==> config.mk <==
export PLATFORM = sky130hd
export DESIGN_NAME = alarm_match_and_timeout_top
export DESIGN_NICKNAME = d
export VERILOG_FILES = /design/src/rtl/acm_pkg.sv /design/src/rtl/acm_cfg.sv /design/src/rtl/acm_core.sv /design/src/rtl/alarm_match_and_timeout_top.sv
export SDC_FILE = /design/constraint.sdc
export NUM_CORES = 1
export LEC_CHECK = 0
export ABC_AREA = 1
export BUFFER_PORTS_ARGS = -buffer_cell sky130_fd_sc_hd__buf_2
export CELL_PAD_IN_SITES_DETAIL_PLACEMENT = 1
export CELL_PAD_IN_SITES_GLOBAL_PLACEMENT = 1
export CORE_AREA = 3 3 287 148
export DETAILED_ROUTE_END_ITERATION = 8
export DIE_AREA = 0 0 290 151
export PLACE_DENSITY = 0.6
export SLEW_MARGIN = 10
export SYNTH_ARGS = -nofsm -noshare
export SYNTH_HDL_FRONTEND = slang
export SYNTH_SLANG_ARGS = --single-unit
==> constraint.sdc <==
create_clock -name clk -period 4.3 [get_ports clk]
set_clock_uncertainty 0.15 [all_clocks]
set_input_delay 0 -clock clk [delete_from_list [all_inputs] [get_ports clk]]
set_output_delay 0 -clock clk [all_outputs]
set_load 0.05 [all_outputs]
==> src/rtl/acm_pkg.sv <==
// Shared types, register map and reset values for the alarm match and timeout block.
package acm_pkg;

	// Register map: word index taken from paddr[4:2]
	localparam int unsigned AddrWidth = 5;
	localparam int unsigned DataWidth = 32;

	typedef enum logic [2:0] {
		REG_ALARM_MINUTE = 3'd0,
		REG_ONE_TIME     = 3'd1,
		REG_WEEKDAY_MASK = 3'd2,
		REG_DATE_DAY     = 3'd3,
		REG_DATE_MONTH   = 3'd4,
		REG_DATE_YEAR    = 3'd5,
		REG_MAX_SECONDS  = 3'd6,
		REG_UNUSED       = 3'd7
	} reg_idx_t;

	// Reset values of the configuration registers
	localparam logic signed [11:0] RstAlarmMinute = -12'sd1;
	localparam logic        RstOneTime     = 1'b0;
	localparam logic [6:0]  RstWeekdayMask = 7'd0;
	localparam logic [4:0]  RstDateDay     = 5'd1;
	localparam logic [3:0]  RstDateMonth   = 4'd1;
	localparam logic [13:0] RstDateYear    = 14'd2000;
	localparam logic [15:0] RstMaxSeconds  = 16'd300;

	// Minutes per hour
	localparam logic [5:0] MinPerHour = 6'd60;

	typedef struct packed {
		logic signed [11:0] alarm_minute;
		logic               one_time;
		logic [6:0]         weekday_mask;
		logic [4:0]         date_day;
		logic [3:0]         date_month;
		logic [13:0]        date_year;
		logic [15:0]        max_seconds;
	} cfg_t;

	typedef struct packed {
		logic [31:0] now_seconds;
		logic [2:0]  weekday;
		logic [4:0]  day_of_month;
		logic [3:0]  month;
		logic [13:0] year;
		logic [4:0]  hour;
		logic [5:0]  minute;
		logic [5:0]  second;
		logic        motion;
	} item_t;

	typedef struct packed {
		logic        buzzer;
		logic        stopped;
		logic        timed_out;
		logic [31:0] duration_seconds;
		logic [2:0]  start_weekday;
	} result_t;

endpackage

==> src/rtl/acm_cfg.sv <==
// APB register file holding the alarm settings.
module acm_cfg (
	input  logic                               clk,
	input  logic                               arst_n,
	input  logic                               psel,
	input  logic                               penable,
	input  logic                               pwrite,
	input  logic [acm_pkg::AddrWidth-1:0]      paddr,
	input  logic [acm_pkg::DataWidth-1:0]      pwdata,
	output logic [acm_pkg::DataWidth-1:0]      prdata,
	output logic                               pready,
	output acm_pkg::cfg_t                      cfg
);

	acm_pkg::cfg_t    cfg_q;
	acm_pkg::reg_idx_t idx;
	logic             wr_en;

	assign idx    = acm_pkg::reg_idx_t'(paddr[acm_pkg::AddrWidth-1:2]);
	assign pready = 1'b1;
	assign wr_en  = psel && penable && pwrite && pready;
	assign cfg    = cfg_q;

	// Write the addressed register on the access cycle
	always_ff @(posedge clk or negedge arst_n) begin
		if (!arst_n) begin
			cfg_q.alarm_minute <= acm_pkg::RstAlarmMinute;
			cfg_q.one_time     <= acm_pkg::RstOneTime;
			cfg_q.weekday_mask <= acm_pkg::RstWeekdayMask;
			cfg_q.date_day     <= acm_pkg::RstDateDay;
			cfg_q.date_month   <= acm_pkg::RstDateMonth;
			cfg_q.date_year    <= acm_pkg::RstDateYear;
			cfg_q.max_seconds  <= acm_pkg::RstMaxSeconds;
		end else if (wr_en) begin
			case (idx)
				acm_pkg::REG_ALARM_MINUTE: cfg_q.alarm_minute <= pwdata[11:0];
				acm_pkg::REG_ONE_TIME:     cfg_q.one_time     <= pwdata[0];
				acm_pkg::REG_WEEKDAY_MASK: cfg_q.weekday_mask <= pwdata[6:0];
				acm_pkg::REG_DATE_DAY:     cfg_q.date_day     <= pwdata[4:0];
				acm_pkg::REG_DATE_MONTH:   cfg_q.date_month   <= pwdata[3:0];
				acm_pkg::REG_DATE_YEAR:    cfg_q.date_year    <= pwdata[13:0];
				acm_pkg::REG_MAX_SECONDS:  cfg_q.max_seconds  <= pwdata[15:0];
				default: ;
			endcase
		end
	end

	// Return the addressed register, zero-extended
	always_comb begin
		case (idx)
			acm_pkg::REG_ALARM_MINUTE: prdata = {20'd0, cfg_q.alarm_minute};
			acm_pkg::REG_ONE_TIME:     prdata = {31'd0, cfg_q.one_time};
			acm_pkg::REG_WEEKDAY_MASK: prdata = {25'd0, cfg_q.weekday_mask};
			acm_pkg::REG_DATE_DAY:     prdata = {27'd0, cfg_q.date_day};
			acm_pkg::REG_DATE_MONTH:   prdata = {28'd0, cfg_q.date_month};
			acm_pkg::REG_DATE_YEAR:    prdata = {18'd0, cfg_q.date_year};
			acm_pkg::REG_MAX_SECONDS:  prdata = {16'd0, cfg_q.max_seconds};
			default:                   prdata = '0;
		endcase
	end

endmodule

==> src/rtl/acm_core.sv <==
// Input register, alarm evaluation, ring state and result register.
module acm_core (
	input  logic             clk,
	input  logic             arst_n,
	input  acm_pkg::cfg_t    cfg,
	input  logic             item_valid,
	output logic             item_stall,
	input  acm_pkg::item_t   item,
	output logic             result_valid,
	input  logic             result_stall,
	output acm_pkg::result_t result
);

	logic             valid_s1;
	acm_pkg::item_t   item_s1;
	logic             out_valid_q;
	acm_pkg::result_t out_q;

	logic             ringing_q;
	logic [31:0]      start_seconds_q;
	logic [2:0]       start_day_q;

	logic             out_free;
	logic             advance;
	logic             due;
	logic [7:0]       mask_ext;
	logic [10:0]      cur_minute;
	logic             start_hit;
	logic [31:0]      elapsed;
	logic             limit;
	acm_pkg::result_t res_next;

	// Result slot frees when empty or when its word is taken
	assign out_free   = !out_valid_q || !result_stall;
	assign advance    = valid_s1 && out_free;
	assign item_stall = valid_s1 && !out_free;

	assign result_valid = out_valid_q;
	assign result       = out_q;

	// Input register
	always_ff @(posedge clk or negedge arst_n) begin
		if (!arst_n) begin
			valid_s1 <= 1'b0;
		end else if (!item_stall) begin
			valid_s1 <= item_valid;
		end
	end

	always_ff @(posedge clk) begin
		if (!item_stall && item_valid) begin
			item_s1 <= item;
		end
	end

	// Decide whether the alarm is due today
	assign mask_ext = {1'b0, cfg.weekday_mask};
	always_comb begin
		if (cfg.one_time) begin
			due = (item_s1.day_of_month == cfg.date_day) &&
			      (item_s1.month == cfg.date_month) &&
			      (item_s1.year == cfg.date_year);
		end else begin
			due = mask_ext[item_s1.weekday];
		end
	end

	// Minute of day against the programmed start, sign bit blocks a match
	assign cur_minute = 11'(item_s1.hour * acm_pkg::MinPerHour) + 11'(item_s1.minute);
	assign start_hit  = ({1'b0, cur_minute} == cfg.alarm_minute) && (item_s1.second <= 6'd1);

	// Elapsed ring time, modulo the counter width
	assign elapsed = item_s1.now_seconds - start_seconds_q;
	assign limit   = elapsed >= {16'd0, cfg.max_seconds};

	// Form the result word
	always_comb begin
		res_next = '0;
		if (due) begin
			if (ringing_q) begin
				if (limit || item_s1.motion) begin
					res_next.stopped          = 1'b1;
					res_next.timed_out        = limit;
					res_next.duration_seconds = elapsed;
					res_next.start_weekday    = start_day_q;
				end else begin
					res_next.buzzer = 1'b1;
				end
			end else if (start_hit) begin
				res_next.buzzer = 1'b1;
			end
		end
	end

	// Advance ring state as each word leaves the input register
	always_ff @(posedge clk or negedge arst_n) begin
		if (!arst_n) begin
			ringing_q       <= 1'b0;
			start_seconds_q <= '0;
			start_day_q     <= '0;
		end else if (advance && due) begin
			if (ringing_q) begin
				if (limit || item_s1.motion) begin
					ringing_q <= 1'b0;
				end
			end else if (start_hit) begin
				ringing_q       <= 1'b1;
				start_seconds_q <= item_s1.now_seconds;
				start_day_q     <= item_s1.weekday;
			end
		end
	end

	// Result register
	always_ff @(posedge clk or negedge arst_n) begin
		if (!arst_n) begin
			out_valid_q <= 1'b0;
		end else if (out_free) begin
			out_valid_q <= valid_s1;
		end
	end

	always_ff @(posedge clk) begin
		if (advance) begin
			out_q <= res_next;
		end
	end

endmodule

==> src/rtl/alarm_match_and_timeout_top.sv <==
// Top level of the alarm match and timeout block.
//
//  channel   | handshake                  | payload
//  ----------+----------------------------+--------------------------
//  item      | item_valid / item_stall    | item   (acm_pkg::item_t)
//  result    | result_valid / result_stall| result (acm_pkg::result_t)
//  config    | psel/penable/pwrite/pready | paddr, pwdata, prdata
//
// One word in, one word out; a word is accepted every cycle while results drain.
// Each word passes the input register, then the result register.
// Ring state updates as a word moves into the result register.
// A stalled result holds the result register and, once the input register is full,
// stalls the input. Reset clears control and loads register defaults.
module alarm_match_and_timeout_top (
	input  logic                               clk,
	input  logic                               arst_n,
	input  logic                               item_valid,
	output logic                               item_stall,
	input  acm_pkg::item_t                     item,
	output logic                               result_valid,
	input  logic                               result_stall,
	output acm_pkg::result_t                   result,
	input  logic                               psel,
	input  logic                               penable,
	input  logic                               pwrite,
	input  logic [acm_pkg::AddrWidth-1:0]      paddr,
	input  logic [acm_pkg::DataWidth-1:0]      pwdata,
	output logic [acm_pkg::DataWidth-1:0]      prdata,
	output logic                               pready
);

	acm_pkg::cfg_t cfg;

	acm_cfg u_cfg (
		.clk     (clk),
		.arst_n  (arst_n),
		.psel    (psel),
		.penable (penable),
		.pwrite  (pwrite),
		.paddr   (paddr),
		.pwdata  (pwdata),
		.prdata  (prdata),
		.pready  (pready),
		.cfg     (cfg)
	);

	acm_core u_core (
		.clk          (clk),
		.arst_n       (arst_n),
		.cfg          (cfg),
		.item_valid   (item_valid),
		.item_stall   (item_stall),
		.item         (item),
		.result_valid (result_valid),
		.result_stall (result_stall),
		.result       (result)
	);

endmodule
Yosys cells after proc, flatten, opt, wreduce, memory -nomap -nowiden
Cells that the tools add are included.
{ "totals": {"output_inout_bits": 73, "reg_bits": 211, "word_cells": 77} }
{ "op_classes": {"n_bitwise": 1, "eq_ne": 10, "n_mux": 8, "n_reduce_logical": 26, "n_lt_le_gt_ge": 3, "mul": 1, "addsub": 2} }
{ "op_table": {"columns": ["cell", "n"], "rows": [
  ["case mux 16 bit (7 select lines)", 1],
  ["two-way mux 37 bit", 1],
  [">= comparator 32 x 16 -> 1 bit", 1],
  ["subtractor 32 bit", 1],
  ["AND reduction 2 bit", 8],
  ["== test 14 bit", 1],
  ["== test 11 x 12 -> 1 bit", 1],
  ["adder 11 x 6 -> 11 bit", 1],
  ["== test 3 bit (second input constant)", 3],
  ["logical AND 1 bit", 9],
  ["multiplier 5 x 4 -> 9 bit (second input constant)", 1],
  ["== test 3 x 2 -> 1 bit (second input constant)", 2],
  ["less-or-equal comparator 6 x 1 -> 1 bit (second input constant)", 1],
  ["AND reduction 3 bit", 2],
  ["== test 5 bit", 1],
  ["two-way mux 1 bit", 5],
  ["== test 4 bit", 1],
  ["zero test 1 bit", 4],
  ["< comparator 3 x 4 -> 1 bit (second input constant)", 1],
  ["binary-select mux 1 bit (select 3 bit)", 1],
  ["== test 3 x 1 -> 1 bit (second input constant)", 1],
  ["zero test 3 bit", 1],
  ["logical OR 1 bit", 2],
  ["inverter 1 bit", 1]
]} }

Depth between registers and ports, before layout
Gate-level depths: netlist of the first run.
{ "logic_depth": {"word_depth": 6, "mapped_depth": 25, "mapped_depth_nobuf": 24} }

Hierarchy
Synthesis of the first run repeated with hierarchy kept, for this count alone.
{ "unflattened": {"cells_unflattened": 1552, "hier_area_um2": 12670.9} }
{ "modules_own_cells": {"columns": ["module", "area_per_inst_um2", "cells_per_inst", "instances"], "rows": [
  ["acm_core", 9564.2, 1152, 1],
  ["acm_cfg", 3106.7, 400, 1]
]} }

Least setup slack after synthesis of the first run
No wires, ideal clock.
{ "synth_timing": {"kind": "reg-to-reg", "start": "register u_core.item_s1[15] (netlist bit)", "end": "register u_core.start_day_q[0]", "setup_time_ns": 0.123, "arrival_ns": 3.629, "path_slack_ns": 0.399, "n_path_buf": 1, "path_stages_with_launch": 19, "path_cell_list": "edfxtp_1 > fa_1 > fa_1 > fa_1 > ha_1 > nand2_1 > nand2_1 > a31oi_1 > or2_1 > nand2_1 > nand2_1 > nand3_1 > nor2_1 > o21ai_0 > nor2_1 > nand3_1 > buf_2 > nand2_1 > o21ai_1"} }
{ "synth_between": {"elab_chain_cells": 5} }
{ "synth_rtl": {"columns": ["item", "line", "rtl"], "rows": [
  ["start: declaration", "acm_core.sv:15", "acm_pkg::item_t item_s1;"],
  ["start signal: assignment", "acm_core.sv:52", "item_s1 <= item;"],
  ["multiplier 5 x 4 -> 9 bit", "acm_core.sv:69", "assign cur_minute = 11'(item_s1.hour * acm_pkg::MinPerHour) + 11'(item_s1.minute);"],
  ["adder 11 x 6 -> 11 bit", "acm_core.sv:69", null],
  ["== test 11 x 12 -> 1 bit", "acm_core.sv:70", "assign start_hit = ({1'b0, cur_minute} == cfg.alarm_minute) && (item_s1.second <= 6'd1);"],
  ["logical AND 1 bit", "acm_core.sv:70", null],
  ["AND reduction 3 bit (no line)", null, null],
  ["end signal: assignment", "acm_core.sv:109", "start_day_q <= item_s1.weekday;"],
  ["end: declaration", "acm_core.sv:21", "logic [2:0] start_day_q;"]
]} }
No other way between the ends.
A chain may end at the register's enable or synchronous reset.

Worst setup path after layout of the first run
{ "layout_timing": {"start": "register u_core.item_s1[15] (netlist bit)", "end": "register u_core.start_seconds_q[30]"} }
{ "layout_between": {"elab_chain_cells": 5} }
{ "layout_rtl": {"columns": ["item", "line", "rtl"], "rows": [
  ["multiplier 5 x 4 -> 9 bit", "acm_core.sv:69", null],
  ["adder 11 x 6 -> 11 bit", "acm_core.sv:69", null],
  ["== test 11 x 12 -> 1 bit", "acm_core.sv:70", null],
  ["logical AND 1 bit", "acm_core.sv:70", null],
  ["AND reduction 3 bit (no line)", null, null],
  ["end signal: assignment", "acm_core.sv:108", "start_seconds_q <= item_s1.now_seconds;"],
  ["end: declaration", "acm_core.sv:20", "logic [31:0] start_seconds_q;"]
]} }
No other way between the ends.

==> results of run 1 <==
==> kinds of logic after synthesis <==
kind of cell | Yosys count | share of synthesized area
compound gates | 191 | 0.0900
other cells | 2 | 0.000629
fa+ha+maj | 72 | 0.0811
flops | 210 | 0.490
xor+xnor | 32 | 0.0241
buf+inv | 324 | 0.110
simple gates | 597 | 0.200
mux | 4 | 0.00377
==> layout by cell type, fill, tap and decap left out, types with 3 or more instances in the layout <==
cell type      count
nand3_1           41
dfstp_2           24
clkbuf_16         26
buf_2            155
clkbuf_8           3
xor2_1            24
a221oi_1           6
a21oi_1           43
fa_1               9
nor2_1           116
clkbuf_1           5
buf_12             4
o21ai_0           72
nand3b_1           7
xnor2_1            7
dlygate4sd3_1    123
nand4_1            7
dfrtp_1           73
nor3_1            11
ha_1              62
o2111ai_1          3
a22o_1             3
o221ai_1           8
mux2_2             4
o21ai_1           35
o22ai_1           10
edfxtp_1         113
nand2_1          400
a211oi_1           3
conb_1            17
clkinv_2           5
buf_4             12
inv_1            286
==> metal layers <==
| metal | vias to the layer above | GRT usage | routed length (um) |
|---|---|---|---|
| li1 | 5111 | - | - |
| met2 | 118 | 0.295 | 18100 |
| met1 | 4870 | 0.217 | 17700 |
| met4 | 0 | 0.0362 | 768 |
| met3 | 43 | 0.0248 | 1080 |
| met5 | - | 0 | 0 |
==> layout make-up <==
cell class | count | area, um^2 | area share
sequential | 210 | 5850 | 0.379
multi-input combinational | 913 | 4870 | 0.315
timing repair buffer | 298 | 2260 | 0.146
inverter | 287 | 1080 | 0.0698
tap | 540 | 676 | 0.0437
clock buffer | 31 | 636 | 0.0411
clock inverter | 9 | 80.1 | 0.00518
==> synthesized netlist by cell type (4+ instances only) <==
cell	n
mux2_2	4
nand3b_1	7
inv_1	287
clkbuf_1	10
nor2_1	118
nand3_1	42
nand2_1	400
xor2_1	24
buf_4	17
o22ai_1	10
a221oi_1	6
dfstp_2	24
ha_1	63
buf_2	7
o21ai_1	35
o21ai_0	72
fa_1	9
nor3_1	11
edfxtp_1	113
dfrtp_1	73
o221ai_1	8
a21oi_1	43
xnor2_1	7
nand4_1	7
==> critical path: cells and delay by family, from the launching register on <==
kind                       cells  cell delay [ps]
DFF                            1              420
AOI/OAI and AO/OA              3              330
and+or+nand+nor               10              880
adders and majority gates      4             1800
buffers and inverters          2              350
==> metrics by stage <==
stage / total power [mW] / setup TNS (ps) / worst slack [ps] / cells
2_1_floorplan: 3.58 / 0 / 399 / 1447
3_3_place_gp: 4.04 / 0 / 97.4 / 2118
3_5_place_dp: 4.07 / -7.09 / -6.64 / 2118
4_1_cts: 6.14 / 0 / 31.5 / 2281
5_1_grt: 6.45 / -13.9 / -4.05 / 2288
6_report: 6.08 / 0 / 234 / 2288
==> state kept, by name, summed over array words and instances (netlist names) <==
name	count
u_core.start_seconds_q	32
u_core.result	38
u_core.valid_s1	1
u_core.result_valid	1
u_core.item_s1	75
u_cfg.cfg	59
u_core.ringing_q	1
u_core.start_day_q	3
==> timing repair <==
action,CTS,global route
endpoints found under the setup margin,0,35
endpoints found under the hold margin,211,0
resized for setup,0,7
buffers inserted,0,3
hold buffers,123,0
==> power breakdown <==
group	switching, mW	internal [mW]	leakage, nW
Clock	0.854	1.10	0.350
Sequential	0.125	2.40	2.29
Combinational	1.07	0.547	4.89
==> worst paths after layout <==
path	startpoint	end	depth (start not counted)
max	u_core.item_s1[15]$_DFFE_PP_	u_core.start_seconds_q[30]$_DFFE_PN0P_	19
min	psel	u_cfg.cfg[51]$_DFFE_PN1P_	6
max reg2reg	u_core.item_s1[15]$_DFFE_PP_	u_core.start_seconds_q[30]$_DFFE_PN0P_	19
min reg2reg	u_core.start_seconds_q[27]$_DFFE_PN0P_	u_core.start_seconds_q[27]$_DFFE_PN0P_	2
max in group asynchronous	arst_n	u_cfg.cfg[25]$_DFFE_PN1P_	3
min in group asynchronous	arst_n	u_cfg.cfg[35]$_DFFE_PN0P_	2
==> out/qor.yml, run 1 <==
timing:
  whs_ps: 18.2
  setup_viol: 0
  relSlewSlack: 0.228
  period_minus_slack_ps: 4070
  drv_slew: 0
  worst_pin_slew_ps: 1160
  hold_violations: 0
  fmax_mhz: 246
  fin_crit_sh: 0.946
layout:
  utilization: 0.386
  layout.nets: 1924
  area_growth_pct: 29.5
  final_layout_size_suffix_gt1_frac: 0.145
  fillCellCount: 4893
  diodes: 0
  postLayoutCellArea_um2: 15500
critical_path:
  path_cells: "fa_1 > fa_1 > fa_1 > ha_4 > nand2_1 > nand2_1 > a31oi_2 > or2_1 > nand2_1 > nand2_1 > nand3_1 > nor2_1 > o21ai_0 > nor2_2 > nand3_4 > buf_12 > clkbuf_16 > nand2_1 > o21ai_1"
  slowest_delay_ps: 590
  end_kind: "flop"
  reg2reg_slack_ps: 230
  crit_path_max_fanout: 17
  critPathArrivalTime_ps: 4330
  crit_top_cell: "nand2_1"
  slowest_stage: "fa_1"
  criticalPathCategory: "reg2reg"
  start_kind: "flop"
  required_ps: 4570
die:
  start_util: 0.298
  die-area_um2: 43800
  fp-row-count: 52
  die_height_um: 151
  core_um2: 40100
  top_level_ports: 193
  die_w_um: 290
placed_design:
  numPortBuffers: 156
  hpwl_um: 27700
  placed_area_um2: 13300
  gp_congestion: 0.833
run_status:
  status: "completed"
global_routing:
  grt_max_degree: 73
  grt_pass1_wl_um: 57400
  grt_pass1_vias: 10522
  antenna_found_initial: 0
  grt_use_total: 0.166
  grt-ovfl-total: 0
yosys:
  synthDistinctLibCells: 45
  ys_warn_count: 0
  synthesis.instances: 1432
  ys_top_cells_by_area: "edfxtp_1 (28%), dfrtp_1 (15%), nand2_1 (13%)"
  mappedNetlistArea_um2: 11900
  synth-seq-cells: 210
  post_synth.cell_area_avg_um2: 8.33
  ys_async_sr_fraction: 0.462
  synth_top_area_share: 0.284
  synth_top_area_cell: "edfxtp_1"
  synth_edf_count: 113
  dominantRegCellSynth: "edfxtp_1"
  synth-seq-area-share: 0.490
pwr:
  max-vdd-ir-drop_uv: 224
  powerDensity_nw_per_um2: 394
  p_leak_nw: 7.53
flow_run:
  max-cap-violations: 0
route:
  drt_iter0_drc: 554
  wl_um: 37700
  vias: 10142
  drc_errors: 0
  via_per_inst: 4.43
  ant_nets: 0
  drt-wirelength-per-cell_um: 16.5
  drtPass1Iterations: 4
cts:
  clock_latency_ps: 540
  cts_tree: "yes"
  clock-sinks: 210
  cts_buffer_depth: 3
  cts_root_buffer: "clkbuf_16"
  clk_pin_slew_ps: 70
  numCtsBuffers: 22
  cts_max_level: 1
min_path:
  hold_path.class: "in2reg"
(Power assumes the default switching activity.)
==> run 2, diff against run 1 <==
PLACE_DENSITY = 0.55   (was 0.6)
==> out/qor.yml, run 2 (synthesized netlist as in run 1, its figures left out) <==
route:
  vias: 10524  # +3.8%
  wl_um: 40200  # +6.8%
  drt_iter0_drc: 506  # -8.7%
  ant_nets: 0  # unchanged
  drc_errors: 0  # unchanged
  drtPass1Iterations: 4  # unchanged
  via_per_inst: 4.51  # +1.9%
  drt-wirelength-per-cell_um: 17.3  # +4.8%
timing:
  fmax_mhz: 238  # -3.2%
  relSlewSlack: 0.250  # +0.0221
  whs_ps: -20.0  # -38.2 ps
  rsz0062_at_grt: "true"
  fin_crit_sh: 0.977  # +0.0314
  period_minus_slack_ps: 4200  # +135 ps
  hold_violations: 2  # +2
  drv_slew: 0  # unchanged
  setup_ws_ps: 99.1  # -135 ps
  setup_viol: 0  # unchanged
  fin_tns_setup_ps: 0  # unchanged
  worst_pin_slew_ps: 1120  # -33.0 ps
cts:
  clk_pin_slew_ps: 60  # about the same
  clock_latency_ps: 550  # about the same
  cts_root_buffer: "clkbuf_16"
  cts_buffer_depth: 3  # unchanged
  cts_max_level: 1  # unchanged
  cts_tree: "yes"
  numCtsBuffers: 23  # +4.5%
  clock-sinks: 210  # unchanged
layout:
  regArea_um2: 5850  # unchanged
  diodes: 0  # unchanged
  utilization: 0.402  # +0.0161
  final_layout_size_suffix_gt1_frac: 0.161  # +0.0166
  multiInputGateArea_um2: 5010  # +2.9%
  fillCellCount: 4838  # -1.1%
  final_common_cell: "nand2_1"
  most-common-layout-cells: "nand2_1 (381), inv_1 (286), dlygate4sd3_1 (161)"
  layout.nets: 1966  # +2.2%
  postLayoutCellArea_um2: 16100  # +4.2%
  largest_reg_flops: 75  # unchanged
  largest_register: "u_core.item_s1"
  area_growth_pct: 34.9
global_routing:
  antenna_found_initial: 0  # unchanged
  grt_max_degree: 64  # -12%
  grt_pass1_wl_um: 60900  # +6.1%
  grt-ovfl-total: 0  # unchanged
  grt_pass1_vias: 11383  # +8.2%
  grt_use_total: 0.176  # +0.0100
critical_path:
  startpoint: "u_core.item_s1[15]$_DFFE_PP_"
  criticalPathCategory: "reg2reg"
  critPathArrivalTime_ps: 4480  # +150 ps
  required_ps: 4580  # about the same
  end_kind: "flop"
  start_kind: "flop"
  r2r-start: "u_core.item_s1[15]$_DFFE_PP_"
  crit_path_max_fanout: 9  # -8
placed_design:
  numPortBuffers: 156  # unchanged
  placed_area_um2: 13400  # +0.13%
  place_ws_ps: -110  # -103 ps
  gp_congestion: 0.811  # -2.7%
  hpwl_um: 28900  # +4.6%
pwr:
  max-vdd-ir-drop_uv: 282  # +26%
  p_leak_nw: 7.79  # +3.4%
  powerDensity_nw_per_um2: 389  # -1.1%
  power_mw: 6.27  # +3.0%
min_path:
  hold_path.class: "in2async"
die:
  die_height_um: 151  # unchanged
  die-area_um2: 43800  # unchanged
  top_level_ports: 193  # unchanged
  start_util: 0.298  # unchanged
  core_um2: 40100  # unchanged
  fp-row-count: 52  # unchanged
  die_w_um: 290  # unchanged
flow_run:
  max-cap-violations: 0  # unchanged
run_status:
  failed_checks: "negative hold slack"
  status: "finished with violations"
-- run 2: changes by cell type in the layout (fill, tap and decap cells not counted), moves of 7 or more --
cell           previous run  this run
dlygate4sd3_1           123       161
nand2_1                 400       381
nand2_2                   2        16
o21ai_2                   1        15
o21ai_1                  35        22
clkinv_1                  0         7
-- run 2: stage by stage --
| step | hold WS (ps) | cells |
|---|---|---|
| global placement | 26.4 | 2117 |
| floorplan | -446 | 1447 |
| detailed placement | 28.4 | 2117 |
| global route | 6.25 | 2331 |
| CTS | 0.251 | 2322 |
| finish | -20.0 | 2331 |
-- run 2: area by class of cell --
type                            instances  area share
Inverter                              287      0.0670
Clock inverter                         14     0.00940
Sequential cell                       210       0.363
Clock buffer                           28      0.0382
Tap cell                              540      0.0420
Timing Repair Buffer                  339       0.169
Multi-Input combinational cell        913       0.311
-- run 2: worst max-delay path: stages, from the launching register on --
cell	delay (ps)
edfxtp_1	420
fa_1	550
fa_2	590
fa_1	460
ha_4	330
nand2_2	60
nand2_2	70
a31oi_4	40
or2_1	260
nand3_1	80
nand3_1	70
nor2_1	120
o21ai_1	100
nor2_2	180
nand3_4	100
buf_12	180
clkbuf_16	180
nand2_1	60
o21ai_1	60
-- run 2: worst paths after layout --
check,end,slack [ps],cells after the start
setup / recovery,u_core.start_seconds_q[3]$_DFFE_PN0P_,100,18
hold / removal,u_cfg.cfg[32]$_DFFE_PN0P_,-20,2
setup reg to reg,u_core.start_seconds_q[3]$_DFFE_PN0P_,100,18
hold reg to reg,u_core.start_seconds_q[30]$_DFFE_PN0P_,340,2
max in group asynchronous,u_cfg.cfg[50]$_DFFE_PN1P_,2950,3
min in group clk,u_core.item_s1[17]$_DFFE_PP_,20,2
-- run 2: metal layers --
metal / share of wire / global-route usage
met1: 0.46 / 0.223
met2: 0.49 / 0.324
met3: 0.031 / 0.0226
met4: 0.022 / 0.0395
met5: 0 / 0
-- run 2: where the power goes --
part / internal [mW] / switching, mW
clock network: 1.20 / 0.862
registers: 2.40 / 0.122
logic: 0.578 / 1.11
total: 4.17 / 2.10
-- run 2: what timing repair did --
| action | 4_1_cts | 5_1_grt |
|---|---|---|
| pin swaps | 3 | 7 |
| gates cloned | 0 | 7 |
| gates resized for setup | 2 | 45 |
| setup buffers | 2 | 2 |
| hold endpoints to repair | 198 | 0 |
| hold buffers | 161 | 0 |
| setup endpoints to repair | 35 | 36 |
==> run 3, diff against run 2 <==
ABC_AREA = unset   (was 1)
CORE_AREA = 3 3 281 145   (was 3 3 287 148)
DIE_AREA = 0 0 284 148   (was 0 0 290 151)
PLACE_DENSITY = 0.53   (was 0.55)
==> out/qor.yml, run 3 <==
run_status:
  status: "finished with violations"
  failed_checks: "negative setup slack"
global_routing:
  grt-ovfl-total: 0  # unchanged
  grt_pass1_vias: 9571  # -16%
  antenna_found_initial: 1  # +1
  grt_pass1_wl_um: 60600  # -0.50%
  grt_use_total: 0.189  # +0.0127
  grt_max_degree: 69  # +7.8%
yosys:
  synthTopCellsByCount: "edfxtp_1 (113), mux2_2 (79), dfrtp_1 (73)"
  synth_top_area_share: 0.295  # +0.0106
  synthDistinctLibCells: 68  # +51%
  ys_warn_count: 0  # unchanged
  synth-seq-area-share: 0.509  # +0.0183
  ys_async_sr_fraction: 0.462  # unchanged
  synth-seq-cells: 210  # unchanged
  yosys.area_share.simple: 0.108  # -0.0926
  synth_top_area_cell: "edfxtp_1"
  synth_compound_area_frac: 0.112  # +0.0222
  ys_top_cells_by_area: "edfxtp_1 (29%), dfrtp_1 (16%), mux2_2 (7.7%)"
  synth_fa_ha_area_frac: 0.0842  # +0.00303
  synth_top_family_by_area: "compound AO/OA/AOI/OAI gates"
  synth_edf_count: 113  # unchanged
  post_synth.cell_area_avg_um2: 11.5  # +38%
  synthXorXnorAreaFrac: 0.0502  # +0.0261
  mappedNetlistArea_um2: 11500  # -3.6%
  post-synth-top-count-cell: "edfxtp_1"
  synthesis.instances: 1003  # -30%
  dominantRegCellSynth: "edfxtp_1"
  muxShareOfSynthArea: 0.0902  # +0.0864
pwr:
  powerDensity_nw_per_um2: 383  # -1.7%
  p_leak_nw: 6.61  # -15%
  max-vdd-ir-drop_uv: 241  # -15%
layout:
  postLayoutCellArea_um2: 15500  # -3.6%
  final_layout_size_suffix_gt1_frac: 0.316  # +0.155
  diodes: 0  # unchanged
  fillCellCount: 4201  # -13%
  layout.nets: 1522  # -23%
  area_growth_pct: 35.0  # about the same
  most-common-layout-cells: "buf_2 (155), edfxtp_1 (113), dlygate4sd3_1 (98)"
  final_common_cell: "buf_2"
  multiInputGateArea_um2: 5520  # +10%
  largest_reg_flops: 75  # unchanged
  regArea_um2: 5850  # unchanged
  utilization: 0.404  # +0.00182
  final_cell_count_no_fill: 1876  # -20%
  largest_register: "u_core.item_s1"
critical_path:
  end_kind: "flop"
  required_ps: 4430  # -150 ps
  crit_path_max_fanout: 18  # +9
  start_kind: "flop"
  critPathArrivalTime_ps: 4630  # +150 ps
  criticalPathCategory: "reg2reg"
placed_design:
  dp.cells: 1721  # -19%
  hpwl_um: 29600  # +2.4%
  numPortBuffers: 156  # unchanged
  place_ws_ps: -400  # -290 ps
  gp_congestion: 0.897  # +11%
  placed_area_um2: 13300  # -0.43%
cts:
  clk_pin_slew_ps: 70  # about the same
  clock_latency_ps: 530  # -20 ps
  cts_tree: "yes"
  numCtsBuffers: 23  # unchanged
  cts_buffer_depth: 3  # unchanged
  clock-sinks: 210  # unchanged
  cts_max_level: 1  # unchanged
  cts_root_buffer: "clkbuf_16"
die:
  die_w_um: 284  # -2.1%
  top_level_ports: 193  # unchanged
  start_util: 0.299  # +0.00123
  fp-row-count: 51  # -1.9%
  core_um2: 38500  # -4.0%
  die_height_um: 148  # -2.0%
  die-area_um2: 42000  # -4.0%
route:
  via_per_inst: 4.94  # +9.4%
  drt-wirelength-per-cell_um: 21.3  # +23%
  vias: 9263  # -12%
  drc_errors: 0  # unchanged
  drtPass1Iterations: 5  # +1
  drt_iter0_drc: 692  # +37%
  ant_nets: 0  # unchanged
  wl_um: 40000  # -0.62%
timing:
  fin_crit_sh: 1.05  # +0.0692
  worst_pin_slew_ps: 1120  # -1.80 ps
  hold_violations: 0  # -2
  fmax_mhz: 222  # -6.6%
  rsz0062_at_grt: "true"
  relSlewSlack: 0.251  # +0.00144
  setup_ws_ps: -198  # -298 ps
  setup_viol: 58  # +58
  period_minus_slack_ps: 4500  # +298 ps
  drv_slew: 0  # unchanged
flow_run:
  max-cap-violations: 0  # unchanged
min_path:
  hold_path.class: "in2reg"
-- run 3: layer usage --
layer	GRT usage	routed length, um	up-vias
met4	0.0287	586	0
li1	-	-	4297
met1	0.306	21300	4692
met2	0.259	15900	234
met5	0	0	-
met3	0.0378	2210	40
-- run 3: path summary, 6_finish.rpt --
| check | from | end | slack, ps | cells after the start |
|---|---|---|---|---|
| worst max register to register | u_core.item_s1[44]$_DFFE_PP_ | u_core.result[8]$_SDFFCE_PN0P_ | -200 | 19 |
| worst min register to register | u_core.valid_s1$_DFFE_PN0N_ | u_core.result_valid$_DFFE_PN0N_ | 360 | 1 |
| min in group asynchronous | arst_n | u_cfg.cfg[43]$_DFFE_PN0P_ | 70 | 2 |
| worst min-delay path | pwrite | u_cfg.cfg[5]$_DFFE_PN1P_ | 30 | 5 |
| worst max-delay path | u_core.item_s1[44]$_DFFE_PP_ | u_core.result[8]$_SDFFCE_PN0P_ | -200 | 19 |
| max in group asynchronous | arst_n | u_cfg.cfg[30]$_DFFE_PN1P_ | 2890 | 3 |
-- run 3: logic make-up (layout without fill, tap and decap cells) --
logic type | after synthesis | after routing
compound gates | 200 | 200
xor+xnor | 66 | 66
fa+ha+maj | 72 | 72
buf+inv | 121 | 449
flops | 210 | 210
mux | 90 | 90
other cells | 2 | 17
simple gates | 242 | 242
-- run 3: power breakdown --
part           leakage [nW]  switching, mW  internal (mW)
clock                 0.335          0.820           1.04
combinational          3.97          0.906          0.638
sequential             2.31          0.173           2.36
total                  6.61           1.90           4.04
-- run 3: timing repair --
action | 4_1_cts | 5_1_grt
hold endpoints to repair | 199 | 0
pin swaps | 8 | 17
buffers inserted | 6 | 12
setup endpoints to repair | 58 | 58
hold buffers | 98 | 0
cloned | 3 | 1
gates resized for setup | 58 | 52
-- run 3: area by class of cell --
cell class	count	area share
sequential	210	0.377
inverter	65	0.0157
tap	530	0.0427
clock buffer	34	0.0417
multi-input combinational	687	0.356
clock inverter	7	0.00258
timing repair buffer	343	0.165
-- run 3: metrics by stage --
step / TNS (ps) / power (mW) / hold slack [ps]
final: -7420 / 5.94 / 26.4
after floorplan: 0 / 3.42 / -446
after detailed placement: -16940 / 3.94 / 28.3
after CTS: -7030 / 5.97 / 0.553
after global placement: -12270 / 3.91 / 26.3
after global routing: -17150 / 6.28 / 12.1
-- run 3: critical path, cell delays in order, from the launching register on --
cell and delay, ps:
edfxtp_1 380, inv_1 70, ha_2 170, inv_2 40, fa_2 330, a21o_1 240, a221oi_4 340, o21ai_2 90
xor2_1 230, ha_1 290, nand4_1 120, nor2_2 60, a221o_1 330, a31oi_4 170, o221ai_1 130, and4b_1 300
nand4_1 110, or3_4 360, buf_12 160, and3_1 180
